[config.mk]
export PLATFORM = sky130hd
export DESIGN_NAME = sliding_window_frame_receiver_flat
export DESIGN_NICKNAME = d
export VERILOG_FILES = /design/src/design/swfr_pkg.sv /design/src/design/swfr_ifs.sv /design/src/design/swfr_front.sv /design/src/design/swfr_queue.sv /design/src/design/swfr_back.sv /design/src/design/sliding_window_frame_receiver.sv /design/src/flat_wrapper.sv
export SDC_FILE = /design/constraint.sdc
export NUM_CORES = 1
export LEC_CHECK = 0
export ABC_AREA = 1
export ABC_CLOCK_PERIOD_IN_PS = 18300
export BUFFER_PORTS_ARGS = -buffer_cell sky130_fd_sc_hd__buf_2
export CAP_MARGIN = 20
export CORE_ASPECT_RATIO = 0.7
export CORE_UTILIZATION = 55
export CTS_BUF_LIST = sky130_fd_sc_hd__clkbuf_2
export CTS_CLUSTER_DIAMETER = 40
export CTS_CLUSTER_SIZE = 10
export DETAILED_ROUTE_END_ITERATION = 6
export PLACE_DENSITY = 0.73
export REMOVE_ABC_BUFFERS = 1
export SETUP_SLACK_MARGIN = 0.1
export SKIP_CTS_REPAIR_TIMING = 1
export SYNTH_ARGS = -nofsm -noshare
export SYNTH_HDL_FRONTEND = slang
export SYNTH_SLANG_ARGS = --single-unit
[constraint.sdc]
create_clock -name clk -period 18.3 [get_ports clk]
set_input_delay 3.66 -clock clk [delete_from_list [all_inputs] [get_ports clk]]
set_output_delay 3.66 -clock clk [all_outputs]
set_load 0.02 [all_outputs]
[src/design/swfr_pkg.sv]
// Package with the constants and types shared by the sliding-window frame receiver.
`default_nettype none

package swfr_pkg;

  // Window geometry and framing characters.
  localparam int unsigned WINDOW_BYTES = 22;
  localparam int unsigned FILL_W       = 5;
  localparam logic [7:0]  START_MARK   = 8'h40;  // '@'
  localparam logic [7:0]  END_MARK     = 8'h2B;  // '+'
  localparam logic [7:0]  SUM_SEED     = 8'd19;

  // Offsets of the frame fields inside the window.
  localparam int unsigned SUM_AT     = 1;
  localparam int unsigned ID_AT      = 2;
  localparam int unsigned MODE_AT    = 3;
  localparam int unsigned AUX_AT     = 4;
  localparam int unsigned WORD_ONE   = 5;
  localparam int unsigned WORD_TWO   = 9;
  localparam int unsigned WORD_THREE = 13;
  localparam int unsigned WORD_FOUR  = 17;
  localparam int unsigned SUM_LAST   = 20;

  // One decoded frame.
  typedef struct packed {
    logic [7:0]  frame_mode;
    logic [7:0]  frame_aux;
    logic [31:0] word_one;
    logic [31:0] word_two;
    logic [31:0] word_three;
    logic [31:0] word_four;
  } result_t;

  // Status of the result queue as seen by the back end and the top level.
  typedef struct packed {
    logic full;
    logic not_empty;
  } q_stat_t;

endpackage

`default_nettype wire

[src/design/swfr_ifs.sv]
// Channel interfaces of the frame receiver: byte input, frame output and configuration write.
`default_nettype none

interface swfr_in_if import swfr_pkg::*; ();
  logic       valid;
  logic       ready;
  logic [7:0] rx_byte;

  modport source (output valid, output rx_byte, input ready);
  modport sink   (input valid, input rx_byte, output ready);
endinterface

interface swfr_out_if import swfr_pkg::*; ();
  logic        valid;
  logic        ready;
  logic [7:0]  frame_mode;
  logic [7:0]  frame_aux;
  logic [31:0] word_one;
  logic [31:0] word_two;
  logic [31:0] word_three;
  logic [31:0] word_four;

  modport source (output valid, output frame_mode, output frame_aux, output word_one,
                  output word_two, output word_three, output word_four, input ready);
  modport sink   (input valid, input frame_mode, input frame_aux, input word_one,
                  input word_two, input word_three, input word_four, output ready);
endinterface

interface swfr_cfg_if import swfr_pkg::*; ();
  logic       valid;
  logic       ready;
  logic [7:0] data;

  modport source (output valid, output data, input ready);
  modport sink   (input valid, input data, output ready);
endinterface

`default_nettype wire

[src/design/swfr_front.sv]
// Front end: byte window, fill count, station id register and frame check.
`default_nettype none

module swfr_front import swfr_pkg::*; (
  input  wire logic       clk,
  input  wire logic       rst_n,
  input  wire logic       in_accept,
  input  wire logic [7:0] in_byte,
  input  wire logic       cfg_we,
  input  wire logic [7:0] cfg_data,
  output logic            push,
  output result_t         push_data
);

  logic [7:0]        window_r [WINDOW_BYTES];
  logic [7:0]        window_nxt [WINDOW_BYTES];
  logic [FILL_W-1:0] fill_r;
  logic [FILL_W-1:0] fill_nxt;
  logic [7:0]        station_id_r;
  logic              full;
  logic [7:0]        sum;
  logic              pass;

  assign full = (fill_r >= FILL_W'(WINDOW_BYTES));

  // Next window: append at the fill position, or shift left once the window is full.
  always_comb begin
    for (int i = 0; i < WINDOW_BYTES; i++) begin
      if (full) begin
        window_nxt[i] = (i == WINDOW_BYTES - 1) ? in_byte : window_r[(i + 1) % WINDOW_BYTES];
      end else begin
        window_nxt[i] = (fill_r == FILL_W'(i)) ? in_byte : window_r[i];
      end
    end
  end

  // Checksum over the frame body of the updated window, stale bytes included.
  always_comb begin
    sum = SUM_SEED;
    for (int i = MODE_AT; i <= SUM_LAST; i++) begin
      sum = sum ^ window_nxt[i];
    end
  end

  assign pass = (in_byte == END_MARK) && (window_nxt[0] == START_MARK) &&
                (sum == window_nxt[SUM_AT]) && (window_nxt[ID_AT] == station_id_r);

  // A passing frame restarts the fill; otherwise the count saturates at the window size.
  always_comb begin
    if (pass) begin
      fill_nxt = '0;
    end else if (full) begin
      fill_nxt = FILL_W'(WINDOW_BYTES);
    end else begin
      fill_nxt = fill_r + FILL_W'(1);
    end
  end

  // Result fields straight from the updated window.
  assign push = in_accept && pass;
  always_comb begin
    push_data.frame_mode = window_nxt[MODE_AT];
    push_data.frame_aux  = window_nxt[AUX_AT];
    push_data.word_one   = {window_nxt[WORD_ONE+3], window_nxt[WORD_ONE+2],
                            window_nxt[WORD_ONE+1], window_nxt[WORD_ONE]};
    push_data.word_two   = {window_nxt[WORD_TWO+3], window_nxt[WORD_TWO+2],
                            window_nxt[WORD_TWO+1], window_nxt[WORD_TWO]};
    push_data.word_three = {window_nxt[WORD_THREE+3], window_nxt[WORD_THREE+2],
                            window_nxt[WORD_THREE+1], window_nxt[WORD_THREE]};
    push_data.word_four  = {window_nxt[WORD_FOUR+3], window_nxt[WORD_FOUR+2],
                            window_nxt[WORD_FOUR+1], window_nxt[WORD_FOUR]};
  end

  // Window, fill count and station id registers.
  always_ff @(posedge clk) begin
    if (!rst_n) begin
      for (int i = 0; i < WINDOW_BYTES; i++) begin
        window_r[i] <= '0;
      end
      fill_r       <= '0;
      station_id_r <= '0;
    end else begin
      if (in_accept) begin
        window_r <= window_nxt;
        fill_r   <= fill_nxt;
      end
      if (cfg_we) begin
        station_id_r <= cfg_data;
      end
    end
  end

endmodule

`default_nettype wire

[src/design/swfr_queue.sv]
// Two-entry result queue between the frame check and the output stage.
`default_nettype none

module swfr_queue import swfr_pkg::*; (
  input  wire logic     clk,
  input  wire logic     rst_n,
  input  wire logic     push,
  input  wire result_t  push_data,
  input  wire logic     pop,
  output result_t       pop_data,
  output q_stat_t       stat
);

  result_t    mem [2];
  logic       wr_ptr_r;
  logic       rd_ptr_r;
  logic [1:0] count_r;
  logic [1:0] count_nxt;

  assign stat.full      = (count_r == 2'd2);
  assign stat.not_empty = (count_r != 2'd0);
  assign pop_data       = mem[rd_ptr_r];

  // Occupancy follows the push and pop of each cycle.
  always_comb begin
    count_nxt = count_r;
    if (push && !pop) begin
      count_nxt = count_r + 2'd1;
    end else if (pop && !push) begin
      count_nxt = count_r - 2'd1;
    end
  end

  // Entry storage.
  always_ff @(posedge clk) begin
    if (push) begin
      mem[wr_ptr_r] <= push_data;
    end
  end

  // Pointers and count.
  always_ff @(posedge clk) begin
    if (!rst_n) begin
      wr_ptr_r <= 1'b0;
      rd_ptr_r <= 1'b0;
      count_r  <= '0;
    end else begin
      if (push) begin
        wr_ptr_r <= ~wr_ptr_r;
      end
      if (pop) begin
        rd_ptr_r <= ~rd_ptr_r;
      end
      count_r <= count_nxt;
    end
  end

endmodule

`default_nettype wire

[src/design/swfr_back.sv]
// Back end: output register that drains the result queue onto the frame channel.
`default_nettype none

module swfr_back import swfr_pkg::*; (
  input  wire logic     clk,
  input  wire logic     rst_n,
  input  wire q_stat_t  q_stat,
  input  wire result_t  q_data,
  output logic          pop,
  output logic          out_valid,
  input  wire logic     out_ready,
  output result_t       out_data
);

  logic    out_valid_r;
  result_t out_data_r;

  // Load a new frame whenever the register is empty or is being taken.
  assign pop       = q_stat.not_empty && (!out_valid_r || out_ready);
  assign out_valid = out_valid_r;
  assign out_data  = out_data_r;

  always_ff @(posedge clk) begin
    if (!rst_n) begin
      out_valid_r <= 1'b0;
    end else if (!out_valid_r || out_ready) begin
      out_valid_r <= q_stat.not_empty;
    end
  end

  always_ff @(posedge clk) begin
    if (pop) begin
      out_data_r <= q_data;
    end
  end

endmodule

`default_nettype wire

[src/design/sliding_window_frame_receiver.sv]
// Top level of the sliding-window frame receiver.
//
// Channels: in_ch carries one received byte per transaction, out_ch carries one
// decoded frame (mode, aux and four little-endian words) per transaction, and
// cfg_ch writes the station id byte; cfg_ch is always ready.
// Each accepted byte enters a 22-byte window in the cycle it is accepted. When it
// is '+' and the window starts with '@', the checksum and station id are checked
// in that same cycle, and a passing frame is written into a two-entry queue.
// The queue is written at the edge that accepts the closing byte, and the frame is
// offered on out_ch once the output register has loaded it from the queue. in_ch
// takes one byte per cycle while the queue is not full, as the window update
// and check are combinational; frames may leave one per cycle while out_ch is ready.
// When out_ch stalls, frames collect in the queue and the output register;
// in_ch drops ready only while the queue holds two frames.
// Reset (rst_n low at a clock edge) clears the window to zeros, the fill count,
// the station id and all queued frames.
`default_nettype none

module sliding_window_frame_receiver import swfr_pkg::*; (
  input  wire logic  clk,
  input  wire logic  rst_n,
  swfr_in_if.sink    in_ch,
  swfr_out_if.source out_ch,
  swfr_cfg_if.sink   cfg_ch
);

  logic    in_accept;
  logic    push;
  result_t push_data;
  logic    pop;
  result_t pop_data;
  q_stat_t q_stat;
  result_t out_data;

  assign in_ch.ready  = !q_stat.full;
  assign in_accept    = in_ch.valid && in_ch.ready;
  assign cfg_ch.ready = 1'b1;

  swfr_front u_front (
    .clk       (clk),
    .rst_n     (rst_n),
    .in_accept (in_accept),
    .in_byte   (in_ch.rx_byte),
    .cfg_we    (cfg_ch.valid),
    .cfg_data  (cfg_ch.data),
    .push      (push),
    .push_data (push_data)
  );

  swfr_queue u_queue (
    .clk       (clk),
    .rst_n     (rst_n),
    .push      (push),
    .push_data (push_data),
    .pop       (pop),
    .pop_data  (pop_data),
    .stat      (q_stat)
  );

  swfr_back u_back (
    .clk       (clk),
    .rst_n     (rst_n),
    .q_stat    (q_stat),
    .q_data    (pop_data),
    .pop       (pop),
    .out_valid (out_ch.valid),
    .out_ready (out_ch.ready),
    .out_data  (out_data)
  );

  // Output payload fields.
  assign out_ch.frame_mode = out_data.frame_mode;
  assign out_ch.frame_aux  = out_data.frame_aux;
  assign out_ch.word_one   = out_data.word_one;
  assign out_ch.word_two   = out_data.word_two;
  assign out_ch.word_three = out_data.word_three;
  assign out_ch.word_four  = out_data.word_four;

  // The queue is never written while it is full.
  a_no_overflow: assert property (@(posedge clk) disable iff (!rst_n)
    push |-> !q_stat.full)
    else $error("result queue written while full");

  // Only a closing byte can produce a frame.
  a_push_on_end: assert property (@(posedge clk) disable iff (!rst_n)
    push |-> (in_accept && in_ch.rx_byte == END_MARK))
    else $error("frame produced by a byte other than the end mark");

  // A full queue always has a frame waiting at the output in the next cycle.
  a_full_drains: assert property (@(posedge clk) disable iff (!rst_n)
    q_stat.full |=> out_ch.valid)
    else $error("queue full but output register empty");

endmodule

`default_nettype wire

[src/flat_wrapper.sv]
// flat-port wrapper written by rule: the top's interface ports become plain ports
module sliding_window_frame_receiver_flat import swfr_pkg::*;
  (clk, rst_n, in_ch_valid, in_ch_rx_byte, in_ch_ready, out_ch_valid, out_ch_frame_mode, out_ch_frame_aux, out_ch_word_one, out_ch_word_two, out_ch_word_three, out_ch_word_four, out_ch_ready, cfg_ch_valid, cfg_ch_data, cfg_ch_ready);
  swfr_in_if in_ch_i ();
  swfr_out_if out_ch_i ();
  swfr_cfg_if cfg_ch_i ();
  input  wire logic clk;
  input  wire logic rst_n;
  input wire logic [$bits(in_ch_i.valid)-1:0] in_ch_valid;
  input wire logic [$bits(in_ch_i.rx_byte)-1:0] in_ch_rx_byte;
  output wire logic [$bits(in_ch_i.ready)-1:0] in_ch_ready;
  output wire logic [$bits(out_ch_i.valid)-1:0] out_ch_valid;
  output wire logic [$bits(out_ch_i.frame_mode)-1:0] out_ch_frame_mode;
  output wire logic [$bits(out_ch_i.frame_aux)-1:0] out_ch_frame_aux;
  output wire logic [$bits(out_ch_i.word_one)-1:0] out_ch_word_one;
  output wire logic [$bits(out_ch_i.word_two)-1:0] out_ch_word_two;
  output wire logic [$bits(out_ch_i.word_three)-1:0] out_ch_word_three;
  output wire logic [$bits(out_ch_i.word_four)-1:0] out_ch_word_four;
  input wire logic [$bits(out_ch_i.ready)-1:0] out_ch_ready;
  input wire logic [$bits(cfg_ch_i.valid)-1:0] cfg_ch_valid;
  input wire logic [$bits(cfg_ch_i.data)-1:0] cfg_ch_data;
  output wire logic [$bits(cfg_ch_i.ready)-1:0] cfg_ch_ready;
  assign in_ch_i.valid = in_ch_valid;
  assign in_ch_i.rx_byte = in_ch_rx_byte;
  assign in_ch_ready = in_ch_i.ready;
  assign out_ch_valid = out_ch_i.valid;
  assign out_ch_frame_mode = out_ch_i.frame_mode;
  assign out_ch_frame_aux = out_ch_i.frame_aux;
  assign out_ch_word_one = out_ch_i.word_one;
  assign out_ch_word_two = out_ch_i.word_two;
  assign out_ch_word_three = out_ch_i.word_three;
  assign out_ch_word_four = out_ch_i.word_four;
  assign out_ch_i.ready = out_ch_ready;
  assign cfg_ch_i.valid = cfg_ch_valid;
  assign cfg_ch_i.data = cfg_ch_data;
  assign cfg_ch_ready = cfg_ch_i.ready;
  sliding_window_frame_receiver u_core (.clk(clk), .rst_n(rst_n), .in_ch(in_ch_i), .out_ch(out_ch_i), .cfg_ch(cfg_ch_i));
endmodule
==> Flow_metrics.wiki, run 1 <==
{| class="wikitable"
! Metric !! Value
|-
| Aggregate global routing overflow || 0
|-
| Share of the synthesized area in the top cell type || a little over two fifths
|-
| Synth cell types || 36
|-
| Design internal power || 2.535 mW
|-
| Setup crit start kind || register
|-
| Router iterations before antenna repair || 7
|-
| Starting density of the core || 56.15%
|-
| Clock root cell || sky130_fd_sc_hd__clkbuf_2
|-
| Average footprint of a synthesized cell || 8.145 sq um
|-
| Antenna violations before repair || 4
|-
| Relative slew slack || between 20% and 30%
|-
| Total of buffers placed on input and output ports || approximately 170
|-
| Static Leak || 15.11 nW
|-
| Count of filler cells inserted in the layout || about 4700
|-
| DP Wirelength || between 40000 and 50000 microns
|-
| Final hold violation count || 0
|-
| Post-Route WL || 77090 microns
|-
| Maximum clock insertion buffer count || 3
|-
| Critical Path Sink Type || register
|-
| Maximum net fanout on the critical path || 74
|-
| Final clock skew || 0.08504 ns
|-
| Number of enable-type register cells in the synthesized netlist || 432
|-
| Overall track demand over capacity in global routing || 28.32%
|-
| Count of non-filler cells in the finished layout || 4517
|-
| DRC violation count after routing || 0
|-
| Clock buffers created by TritonCTS || 80
|-
| Share of total power in sequential cells || 46.8%
|-
| Final cycle utilization of the critical path || 43.40%
|-
| Number of levels in the clock H-tree || 3
|-
| Max-cap violation count || 0
|-
| Startpoint-to-endpoint class of the critical path || reg2reg
|-
| Outcome || finished, final reports clean
|-
| Die outline width || around 280 microns
|-
| Switching power of the nets || around 1.7 mW
|-
| Accumulated negative setup slack || 0 ns
|-
| Unrepaired setup endpoints after global routing || false
|-
| Areal power density over the cells || ~130 mW/mm^2
|-
| Switching power as a share of total power || 40.21%
|-
| Vias in the first global route || 20632
|-
| Worst slew pin tran || 1.180 ns
|-
| Clock-pin slew on the worst setup and hold paths || around 0.2 ns
|-
| Area Overhead vs Synth || 6.821%
|-
| Number of vias per cell after detailed routing || 5.337
|-
| Post-Synthesis Cell Area || slightly below 0.03 sq mm
|-
| Via total after detailed routing || 24109
|-
| Placeable core region || between 0.05 and 0.06 sq mm
|-
| Classification of the worst-slack hold path || reg2reg
|-
| Number of primary I/O pins || 168
|-
| Fraction of registers with async set/reset || 0%
|-
| Number of synthesized register bits || 626
|-
| Arrival time at the worst endpoint || 8.67 ns
|-
| Cell accounting for the most synthesized area || sky130_fd_sc_hd__edfxtp_1
|-
| Ratio of cells with drive above 1 in the final layout || a little under a tenth
|-
| CP Data Required Time || 19.03 ns
|-
| Pin count of the biggest net entering global routing || around 230
|-
| First-pass GRT wire length || around 120000 microns
|-
| Combinational group share of total power || 36.0%
|-
| Minimum period implied by the final worst setup slack || 7.942 ns
|-
| Max Slew Vio Count || 0
|-
| Routability cong. || 0.9778
|-
| Number of DRC markers in iteration 0 || 2908
|-
| Mapped Cells || 3635
|-
| Post-layout worst setup margin || 10.36 ns
|-
| Site row count || 70
|-
| Clock latency at the later pin of the worst-skew pair || about 1.2 ns
|-
| Antenna-violating nets left || 0
|-
| YS warnings || 0
|-
| Proportion of synthesized chip area in sequential cells || 56.94%
|-
| TritonCTS clock tree || yes
|-
| Post-place setup slack || approximately 9.9 ns
|-
| Inst Count DP || 4364
|-
| Top post-synthesis cells by area || sky130_fd_sc_hd__edfxtp_1 44%, sky130_fd_sc_hd__nand2_1 19%, sky130_fd_sc_hd__dfxtp_1 13%
|-
| # clock sinks || 626
|-
| Die area || approximately 0.055 sq mm
|-
| Highest clock rate || 125.9 MHz
|-
| Layout Nets || 3755
|-
| Clock group share of total power || 17.2%
|-
| Peak supply drop || 0.0001003 V
|-
| Post-synth top flop || sky130_fd_sc_hd__edfxtp_1
|-
| Final setup violating endpoints || 0
|-
| Die boundary height || 196.1 microns
|-
| WL/cell || 17.07 microns
|}
## worst paths after layout
kind                                            from                                 endpoint  slack (ns)  cells after the start
min          u_core.u_front.window_r[1]$_SDFFE_PN0P_  u_core.u_front.window_r[1]$_SDFFE_PN0P_        0.46                      2
max            u_core.u_front.fill_r[3]$_SDFFE_PN0P_      u_core.u_queue.mem[1][43]$_DFFE_PP_       10.36                     25
max reg2reg    u_core.u_front.fill_r[3]$_SDFFE_PN0P_      u_core.u_queue.mem[1][43]$_DFFE_PP_       10.36                     25
min reg2reg  u_core.u_front.window_r[1]$_SDFFE_PN0P_  u_core.u_front.window_r[1]$_SDFFE_PN0P_        0.46                      2
## flip-flops by register name (all words and copies together), names as in the netlist, 2 cells and up
| register | flops |
|---|---|
| u_core.u_front.station_id_r | 8 |
| u_core.u_queue.mem | 288 |
| u_core.u_front.fill_r | 5 |
| u_core.u_back.out_data | 144 |
| u_core.u_front.window_r | 176 |
| u_core.u_queue.count_r | 2 |
## logic make-up after synthesis
group	after synthesis	synth area share, %
AO/OA/AOI/OAI	540	9.724
buffers and inverters	632	8.579
adder cells (fa/ha/maj)	6	0.2536
XOR/XNOR	4	0.1183
other	1	0.01267
flip-flops	626	56.94
AND/OR/NAND/NOR	1826	24.38
## cells in the mapped netlist (44+ instances only)
| cell type | n |
|---|---|
| sky130_fd_sc_hd__o21ai_1 | 44 |
| sky130_fd_sc_hd__dfxtp_1 | 194 |
| sky130_fd_sc_hd__o21ai_0 | 259 |
| sky130_fd_sc_hd__inv_1 | 445 |
| sky130_fd_sc_hd__o211ai_1 | 63 |
| sky130_fd_sc_hd__a21oi_1 | 166 |
| sky130_fd_sc_hd__nor2_1 | 73 |
| sky130_fd_sc_hd__nand3_1 | 180 |
| sky130_fd_sc_hd__nand2_1 | 1527 |
| sky130_fd_sc_hd__clkbuf_1 | 98 |
| sky130_fd_sc_hd__edfxtp_1 | 432 |
| sky130_fd_sc_hd__buf_2 | 48 |
## power groups by stage
stage / logic, mW / clock network, mW / registers, mW
after floorplan: 0.853 / 0 / 2.27
after global placement: 1.49 / 0 / 2.01
after detailed placement: 1.51 / 0 / 2.01
after CTS: 1.52 / 0.749 / 1.98
after global routing: 1.70 / 0.802 / 2.01
final: 1.53 / 0.730 / 1.98
## per-stage QoR
step	power, mW	cell area, sq um	hold WS [ns]	utilization [%]
6_report	4.240	31630	0.4629	59.98
5_1_grt	4.519	31620	0.4893	59.98
4_1_cts	4.250	31580	0.4643	59.90
3_5_place_dp	3.524	30730	0.4452	58.28
3_3_place_gp	3.506	30730	0.4359	58.28
2_1_floorplan	3.125	28770	0.4239	-
## cell usage in the layout, fill, tap and decap left out, drive strengths merged
master and count:
diode 3, or2 3, nor2b 1, nand3 181
xnor2 4, nand3b 2, clkinv 9, nand2 1531
edfxtp 432, clkinvlp 6, clkbuf 126, bufinv 4
o211ai 63, nor2 80, o22ai 1, conb 1
a21oi 166, buf 189, dfxtp 194, inv 457
nand4 24, a31oi 3, nor3 2, o21a 1
o21ai 306, nor4 2, ha 6
## cell type report
cell class,count,area (sq um),share of cell area (%)
inverters,454,1717,5.428
multi-input cells,2377,10240,32.37
well taps,720,900.9,2.849
clock buffers,126,630.6,1.994
diodes,3,7.507,0.02374
repair buffers,189,1049,3.315
flip-flops and latches,626,16860,53.31
clock inverters,22,222.7,0.7042
## critical path, cell delays in order, from the launching register on
cell and delay, ns:
sky130_fd_sc_hd__dfxtp_1 0.56, sky130_fd_sc_hd__inv_2 0.10, sky130_fd_sc_hd__nand2_1 0.53, sky130_fd_sc_hd__nand3_4 0.64, sky130_fd_sc_hd__inv_4 0.64, sky130_fd_sc_hd__buf_4 0.69
sky130_fd_sc_hd__buf_4 0.71, sky130_fd_sc_hd__nand2_1 0.12, sky130_fd_sc_hd__nand2_1 0.27, sky130_fd_sc_hd__inv_1 0.07, sky130_fd_sc_hd__nand2_1 0.08, sky130_fd_sc_hd__nand2_1 0.05
sky130_fd_sc_hd__nand2_1 0.07, sky130_fd_sc_hd__nand2_1 0.05, sky130_fd_sc_hd__nand2_1 0.05, sky130_fd_sc_hd__nand2_1 0.14, sky130_fd_sc_hd__inv_1 0.09, sky130_fd_sc_hd__nand2_1 0.07
sky130_fd_sc_hd__nand3_1 0.16, sky130_fd_sc_hd__nand2_1 0.07, sky130_fd_sc_hd__nor2_1 0.21, sky130_fd_sc_hd__nand2_1 0.10, sky130_fd_sc_hd__nor2_2 0.17, sky130_fd_sc_hd__nand4_1 0.24
sky130_fd_sc_hd__inv_6 0.61, sky130_fd_sc_hd__buf_4 0.91
## per-layer routing
metal	vias up	GRT usage, %	share of wire, %
met4	0	9.280	2.6
met1	10886	42.55	45
met2	1164	40.39	41
met3	146	6.348	11
li1	11913	-	-
met5	-	0	0
No activity file was read; power rests on OpenSTA's default activity.
==> run 2: changes to the inputs <==
--- a/config.mk
+++ b/config.mk
@@ -6,7 +6,7 @@
 export NUM_CORES = 1
 export LEC_CHECK = 0
 export ABC_AREA = 1
-export ABC_CLOCK_PERIOD_IN_PS = 18300
+export ABC_CLOCK_PERIOD_IN_PS = 6550
 export BUFFER_PORTS_ARGS = -buffer_cell sky130_fd_sc_hd__buf_2
 export CAP_MARGIN = 20
 export CORE_ASPECT_RATIO = 0.7
@@ -15,7 +15,7 @@
 export CTS_CLUSTER_DIAMETER = 40
 export CTS_CLUSTER_SIZE = 10
 export DETAILED_ROUTE_END_ITERATION = 6
-export PLACE_DENSITY = 0.73
+export PLACE_DENSITY = 0.76
 export REMOVE_ABC_BUFFERS = 1
 export SETUP_SLACK_MARGIN = 0.1
 export SKIP_CTS_REPAIR_TIMING = 1
==> constraint.sdc (replaced) <==
create_clock -name clk -period 6.55 [get_ports clk]
set_input_delay 1.31 -clock clk [delete_from_list [all_inputs] [get_ports clk]]
set_output_delay 1.31 -clock clk [all_outputs]
set_load 0.02 [all_outputs]
==> run 2 against run 1 <==
Wire length fell by 1.1%. Register-to-register slack got worse by 9.3 ns. First-iteration DRC count fell by 8.3%. Die area did not move. Utilization rose by 0.14 points. Sequential power rose to 2.8 times the previous value. Sequential cell count did not move. Fmax rose by 44%. Final cell count rose by 0.33%. Largest power group unchanged. The flow now finishes with violations (DRC). Non-clock buffer count rose by 6.
==> Flow_metrics.wiki, run 2 (same netlist as run 1, synthesis figures left out) <==
{| class="wikitable"
! Metric !! Value
|-
| Outcome || complete, but fails checks
|-
| Violated checks || DRC
|-
| Worst slew pin tran || 1.129 ns
|-
| Final cycle utilization of the critical path || 84.45%
|-
| Clock buffers created by TritonCTS || 81
|-
| Critical Path Sink Type || register
|-
| Site row count || 70
|-
| Design Power || ~12 mW
|-
| List of cells traversed by the critical path || buf_4 > nor2_1 > nand2_1 > o21ai_0 > o21ai_1 > nand2_1 > nand2_1 > nand2_1 > inv_1 > nor2_1 > nand2_1 > nand2_1 > inv_1 > nand2_1 > nand2_1 > nor2_1 > nand2_1 > nor2_1 > nand4_2 > nor2_4 > buf_4
|-
| Post-place setup slack || 1.294 ns
|-
| Final hold violation count || 0
|-
| Count of non-filler cells in the finished layout || 4532
|-
| CP Data Required Time || 7.30 ns
|-
| Static Leak || 15.15 nW
|-
| DRC violation count after routing || 41
|-
| Most numerous cell on the critical path || sky130_fd_sc_hd__nand2_1
|-
| Minimum period implied by the final worst setup slack || 5.532 ns
|-
| WL/cell || 16.83 microns
|-
| Die boundary height || 196.1 microns
|-
| Number of primary I/O pins || 168
|-
| Clock latency at the later pin of the worst-skew pair || ~1.2 ns
|-
| Maximum net fanout on the critical path || 56
|-
| Ratio of cells with drive above 1 in the final layout || about a tenth
|-
| Unrepaired setup endpoints after global routing || false
|-
| Max-cap violation count || 0
|-
| Antenna-violating nets left || 0
|-
| Total of buffers placed on input and output ports || 166
|-
| Setup crit start kind || register
|-
| Most common library cell in the layout ignoring fill and taps || sky130_fd_sc_hd__nand2_1
|-
| Number of levels in the clock H-tree || 3
|-
| Maximum clock insertion buffer count || 3
|-
| Placeable core region || about 0.053 sq mm
|-
| Via total after detailed routing || 24133
|-
| Clock-pin slew on the worst setup and hold paths || ~0.20 ns
|-
| # clock sinks || 626
|-
| Aggregate global routing overflow || 0
|-
| Areal power density over the cells || 371.8 mW/mm^2
|-
| Vias in the first global route || between 20000 and 25000
|-
| CP max stage cell || sky130_fd_sc_hd__nand2_1
|-
| Pin count of the biggest net entering global routing || 144
|-
| Post-Route WL || 76250 microns
|-
| Die area || 0.05478 sq mm
|-
| Relative slew slack || 24.42%
|-
| Number of vias per cell after detailed routing || 5.325
|-
| Arrival time at the worst endpoint || 6.28 ns
|-
| Router iterations before antenna repair || 7
|-
| Area Overhead vs Synth || 7.066%
|-
| Inst Count DP || 4371
|-
| Largest register FFs || 288
|-
| Antenna violations before repair || 3
|-
| Final clock skew || 0.1279 ns
|-
| TritonCTS clock tree || yes
|-
| Startpoint-to-endpoint class of the critical path || reg2reg
|-
| Overall track demand over capacity in global routing || 27.94%
|-
| Commonest cells after routing, fill and taps aside || 1526 x sky130_fd_sc_hd__nand2_1, 444 x sky130_fd_sc_hd__inv_1, 432 x sky130_fd_sc_hd__edfxtp_1
|-
| Peak supply drop || 0.0002799 V
|-
| Final setup violating endpoints || 0
|-
| Highest clock rate || 180.8 MHz
|-
| Starting density of the core || around 56%
|-
| Clock root cell || sky130_fd_sc_hd__clkbuf_2
|-
| DP Wirelength || 48540 microns
|-
| Die outline width || 279.3 microns
|-
| Post-layout worst setup margin || 1.018 ns
|-
| Number of DRC markers in iteration 0 || 2668
|-
| Register name with the most flops || u_core.u_queue.mem
|-
| Classification of the worst-slack hold path || in2reg
|-
| First-pass GRT wire length || 118200 microns
|-
| Max Slew Vio Count || 0
|-
| Routability cong. || around 0.97
|-
| Layout Nets || 3762
|-
| Delay of the slowest critical-path stage || 0.73 ns
|}
[run 2: cell count changes in the layout (fill, tap and decap cells not counted), sizes merged]
cell and change:
buf +6, diode +6, inv +5, clkinv +3
bufinv -2, clkbuf -2, clkinvlp -1
[run 2: final cells by class]
cell class,instances,area (sq um)
clock buffers,124,620.6
diodes,9,22.52
flip-flops and latches,626,16860
multi-input cells,2377,10240
well taps,720,900.9
repair buffers,195,1144
inverters,454,1717
clock inverters,27,195.2
fillers,4707,21030
[run 2: layer usage]
layer  up-vias  global-route usage [%]  wire, microns
li1      11949                       -              -
met4         2                   8.262           1842
met2      1085                   41.28          32340
met3       144                   7.086           8172
met5         -                       0             16
met1     10953                   40.52          33880
[run 2: final timing paths]
kind         cells past startpoint                                    start  slack (ns)                                     endpoint
max                             21    u_core.u_front.fill_r[4]$_SDFFE_PN0P_        1.02          u_core.u_queue.mem[0][60]$_DFFE_PP_
min                              3                           cfg_ch_data[4]        0.38  u_core.u_front.station_id_r[4]$_SDFFE_PN0P_
max reg2reg                     21    u_core.u_front.fill_r[4]$_SDFFE_PN0P_        1.02          u_core.u_queue.mem[0][60]$_DFFE_PP_
min reg2reg                      2  u_core.u_front.window_r[1]$_SDFFE_PN0P_        0.47      u_core.u_front.window_r[1]$_SDFFE_PN0P_
[run 2: worst max-delay path, delay by kind of cell (launching register included)]
family / cells / cell delay, ns
buf+inv: 4 / 1.06
simple gates: 15 / 2.66
flops: 1 / 0.59
compound gates: 2 / 0.68
[run 2: per-stage QoR]
stage | utilization [%] | setup TNS, ns | hold WS [ns] | instance area, sq um
floorplan | - | -1867.00 | 0.4239 | 28770
global placement | 58.48 | 0 | 0.4405 | 30830
finish | 60.12 | 0 | 0.3803 | 31700
detailed placement | 58.48 | 0 | 0.4449 | 30830
CTS | 60.02 | 0 | 0.2931 | 31650
global route | 60.11 | 0 | 0.2716 | 31690
[run 2: power breakdown]
part | switching [mW] | internal, mW | leakage, nW
Sequential | 0.246 | 5.23 | 5.62
Combinational | 3.13 | 1.19 | 8.91
Clock | 1.40 | 0.597 | 0.614
